File: config.mk
export PLATFORM = sky130hd
export DESIGN_NAME = btc_mac
export DESIGN_NICKNAME = d
export VERILOG_FILES = /design/src/hdl/btc_mac.sv
export SDC_FILE = /design/constraint.sdc
export NUM_CORES = 2
export LEC_CHECK = 0
export BUFFER_PORTS_ARGS = -buffer_cell sky130_fd_sc_hd__clkbuf_2
export CORE_AREA = 3 3 249 349
export CTS_BUF_LIST = sky130_fd_sc_hd__clkbuf_8
export CTS_CLUSTER_SIZE = 12
export DETAILED_ROUTE_END_ITERATION = 12
export DIE_AREA = 0 0 252 352
export GPL_TIMING_DRIVEN = 0
export PLACE_DENSITY_LB_ADDON = 0.2
export SYNTH_ARGS = -nofsm -noshare
export SYNTH_HDL_FRONTEND = slang
export SYNTH_SLANG_ARGS = --single-unit
export TNS_END_PERCENT = 50
File: constraint.sdc
create_clock -name clk -period 20.5 [get_ports clk]
set_input_delay 4.1 -clock clk [delete_from_list [all_inputs] [get_ports clk]]
set_output_delay 4.1 -clock clk [all_outputs]
set_load 0.01 [all_outputs]
File: src/hdl/btc_mac.sv
// Shared 32x32 multiplier with a product register and fixed-point rounding.
`default_nettype none

module btc_mac #(
    parameter int FRAC_BITS = 16
) (
    input  logic                      clk,
    input  logic signed [31:0]        a,
    input  logic signed [31:0]        b,
    output logic signed [63-FRAC_BITS:0] rnd
);

    localparam logic signed [63:0] HALF = 64'sd1 <<< (FRAC_BITS - 1);

    logic signed [63:0] prod_reg;
    logic signed [63:0] sum;

    always_ff @(posedge clk)
    begin
        prod_reg <= a * b;
    end

    // Round half up: add half an LSB, then drop the fraction bits.
    assign sum = prod_reg + HALF;
    assign rnd = sum[63:FRAC_BITS];

endmodule

`default_nettype wire

# Word-level counts from Yosys, hierarchy flattened
# Index checks and enable logic that the tools add are counted.
# Widths: inputs -> output; s select.
[totals]
wordCells = 3
ff_bits = 64
memories = 0
output_inout_bits = 48
latch_bits = 0
ramBits = 0
input_bits = 65
romBits = 0
[classes]
multipliers = 1
reduce_logical = 0
mux = 0
n_shift = 0
bitwise = 0
div_mod_pow = 0
n_lt_le_gt_ge = 0
addsub = 1
n_eq_ne = 0
[op_table]
columns = ["op", "count"]
rows = [
  ["$add 64x17->64 const B", 1],
  ["$mul 32x32->64", 1],
]

# Longest topological paths before layout
[logic_depth]
word_depth = 1
ltp_mapped = 29
mapped_depth_nobuf = 27

# Worst setup path after synthesis
# OpenSTA, ideal clock, no wires.
[synth_timing]
path_type = "in2reg"
startpoint = "input port a[31]"
endpoint = "register prod_reg[63]"
required_time_ns = 20.428
setup_time_ns = 0.072
t_arrival_ns = 11.356
cell_stages = 27
setup_slack_ns = 9.071
cell_sequence = "clkbuf_1 nand2_1 inv_1 fa_1 inv_1 fa_1 inv_1 fa_1 fa_1 inv_1 fa_1 inv_1 fa_1 fa_1 fa_1 ha_1 clkbuf_1 a21o_1 a21o_1 a21oi_1 o21ai_0 nand2_1 and3_1 a21bo_2 nor3_1 a2111oi_2 xnor2_1"
[synth_via]
elab_chain_len = 1
[synth_lines]
columns = ["element", "line", "text"]
rows = [
  ["start: declaration", "8", "input logic signed [31:0] a,"],
  ["$mul 32x32->64", "20", "prod_reg <= a * b;"],
  ["end signal: assignment", "20", ""],
  ["end: declaration", "15", "logic signed [63:0] prod_reg;"],
]
# Every way passes these cells.

# Worst setup path in the final report
[layout_timing]
startpoint = "input port b[5]"
endpoint = "register prod_reg[62]"
[layout_via]
elab_chain_len = 1
[layout_lines]
columns = ["element", "line", "text"]
rows = [
  ["start: declaration", "9", "input logic signed [31:0] b,"],
  ["$mul 32x32->64", "20", ""],
]
# Every way passes these cells.

==> impl_metrics.csv <==
group,metric,value,unit
run_status,status,"finished, final reports clean",
synthesis,syn_nets,5329,
drt,drt_iter0_drc,1893,
drt,vias_per_cell,5.41,
final_layout,final_cells,5221,
timing,fmax,75.5,MHz
timing,setup_tns,0,ns
synthesis,syn_inst,4002,
clocking,clock_path_buffers,2,
worst_setup_path,path_buf_inv,11,
floorplan,rows,126,
global_route,grt_pass1_vias,31600,
worst_setup_path,critPathArrivalTime,13.52,ns
drt,drc,0,
clocking,cts_made_buffers,5,
timing,hold-worst-slack,4.79,ns
synthesis,ys_seq_area_frac,0.0260,
synthesis,ys_ff_latch,49,
final_layout,fin_util,0.472,
final_layout,nFillCells,8326,
drt,totalWireLength,135000,µm
worst_setup_path,start_kind,"input port",
run,maxCapViolCount,0,
worst_setup_path,endpoint_kind,"flop",
floorplan,design.core.area,84200,µm²
worst_setup_path,cp_top_family,"adder cells",
final_layout,syn_to_final_growth,5.41,%
floorplan,ios,113,
drt,drt.antenna.violating_nets,0,
synthesis,synth_cell_types,61,
clocking,cts_setup_buffers,0,
synthesis,synth_flop_cell,"dfxtp_1",
clocking,cts_root_buf,"clkbuf_8",
worst_setup_path,critical_path.slowest_cell,"fa_1",
drt,routedWlPerCell,25.9,µm
final_layout,layout.nets,5448,
timing,worst_pin_slew,1.12,ns
clocking,cts.clk_slew.worst_paths,0.11,ns
placed_design,gp_congestion,1.02,
drt,dr.pass1.iters,7,
floorplan,start_util,0.447,
worst_setup_path,crit_fanout,10,
global_route,overflow,0,
timing,period_needed,13.24,ns
timing,hold_viol_final,0,
clocking,cts_tree,"done",
timing,setup_viol,0,
global_route,antenna_found_initial,14,
drt,num_vias,28300,
synthesis,avgSynthCellArea,9.41,µm²
worst_setup_path,critPathRequiredTime,20.78,ns
placed_design,io_buffers,112,
floorplan,die_x,252,µm
clocking,postCtsResizedCells,0,
timing,final-max-slew-violation-count,0,
worst_setup_path,path_class,"in -> reg",
timing,rsz0062_at_grt,"false",
clocking,cts_hold_buf,0,
final_layout,largest_reg_flops,49,
global_route,grt_max_degree,21,
clocking,htree_num_levels,2,
timing,relSlewSlack,0.252,
min_path,hold_path.class,"in -> reg",
synthesis,synth.cell_area,37700,µm²
floorplan,die-area,88700,µm²
timing,fin_crit_sh,0.646,
synthesis,synth_warnings,0,
global_route,grt_pass1_wl,201000,µm
placed_design,dp_hpwl,120000,µm
global_route,track_usage,0.316,
floorplan,die_h,352,µm
synthesis,async_flop_share,0,
synthesis,synth_edf_count,0,
final_layout,drive_gt1_frac,0.0361,
clocking,clock_sinks,49,
worst_setup_path,max_stage_delay,1.07,ns
placed_design,placedCellCount,5202,
-- synthesized netlist by cell type (all sizes together), types with 12 or more instances --
cell type,count,share of area
xor2,36,0.0084
a21o,28,0.0056
ha,181,0.060
nand4,27,0.0049
nand2b,12,0.0020
xnor2,77,0.018
clkbuf,201,0.020
nand3,21,0.0033
dfxtp,49,0.026
nand2,540,0.054
a21oi,57,0.0079
and3,14,0.0023
and2,516,0.086
nor2,63,0.0069
inv,987,0.098
fa,1081,0.57
o21ai,34,0.0051
-- layout by cell type, fill, tap and decap left out, types with 9 or more instances in the layout --
cell,n
ha_1,181
clkbuf_1,201
nand2_1,539
fa_1,1080
nor2_1,60
and2_1,515
o21ai_0,27
nand2b_1,12
a21o_1,28
xnor2_1,77
clkbuf_2,112
o21bai_1,9
nand3_1,19
dfxtp_1,49
nand4_1,26
diode_2,11
and3_1,14
xor2_1,36
nor3_1,10
inv_1,988
a21oi_1,54
-- cells by family after synthesis --
logic type                 share of synthesized area
buffers and inverters                          0.119
DFF                                           0.0260
xor gates and xnor gates                      0.0263
and+or+nand+nor                                0.165
adders and majority gates                      0.635
AOI/OAI and AO/OA                             0.0300
-- routing by layer --
layer / part of all wire / global-route usage / vias up
li1: - / - / 11600
met1: 0.32 / 0.333 / 14800
met2: 0.50 / 0.549 / 1279
met3: 0.062 / 0.0439 / 565
met4: 0.12 / 0.279 / 6
met5: 0.00030 / 0 / -
-- layout make-up --
class	count	area, µm²	share of cell area
multi-input combinational	2764	32200	0.812
inverter	987	3700	0.0933
tap	1088	1360	0.0343
sequential	49	981	0.0247
buffer	202	759	0.0191
timing repair buffer	112	561	0.0141
clock buffer	5	68.8	0.00173
antenna	11	27.5	0.000693
clock inverter	3	18.8	0.000473
-- path summary, 6_finish.rpt --
kind	slack, ns	cells past startpoint	from	to
setup / recovery	7.26	29	b[5]	prod_reg[62]
hold / removal	4.79	6	a[0]	prod_reg[19]
-- through the flow --
| stage | setup WS [ns] | cell area (µm²) |
|---|---|---|
| after floorplan | 9.07 | 37700 |
| after global placement | 6.83 | 39600 |
| after detailed placement | 6.96 | 39600 |
| after CTS | 7.32 | 39700 |
| after global routing | 6.87 | 39700 |
| final | 7.26 | 39700 |
Power is not shown: default switching activity piles up to over one toggle a cycle in this logic, so the estimate is an artifact.
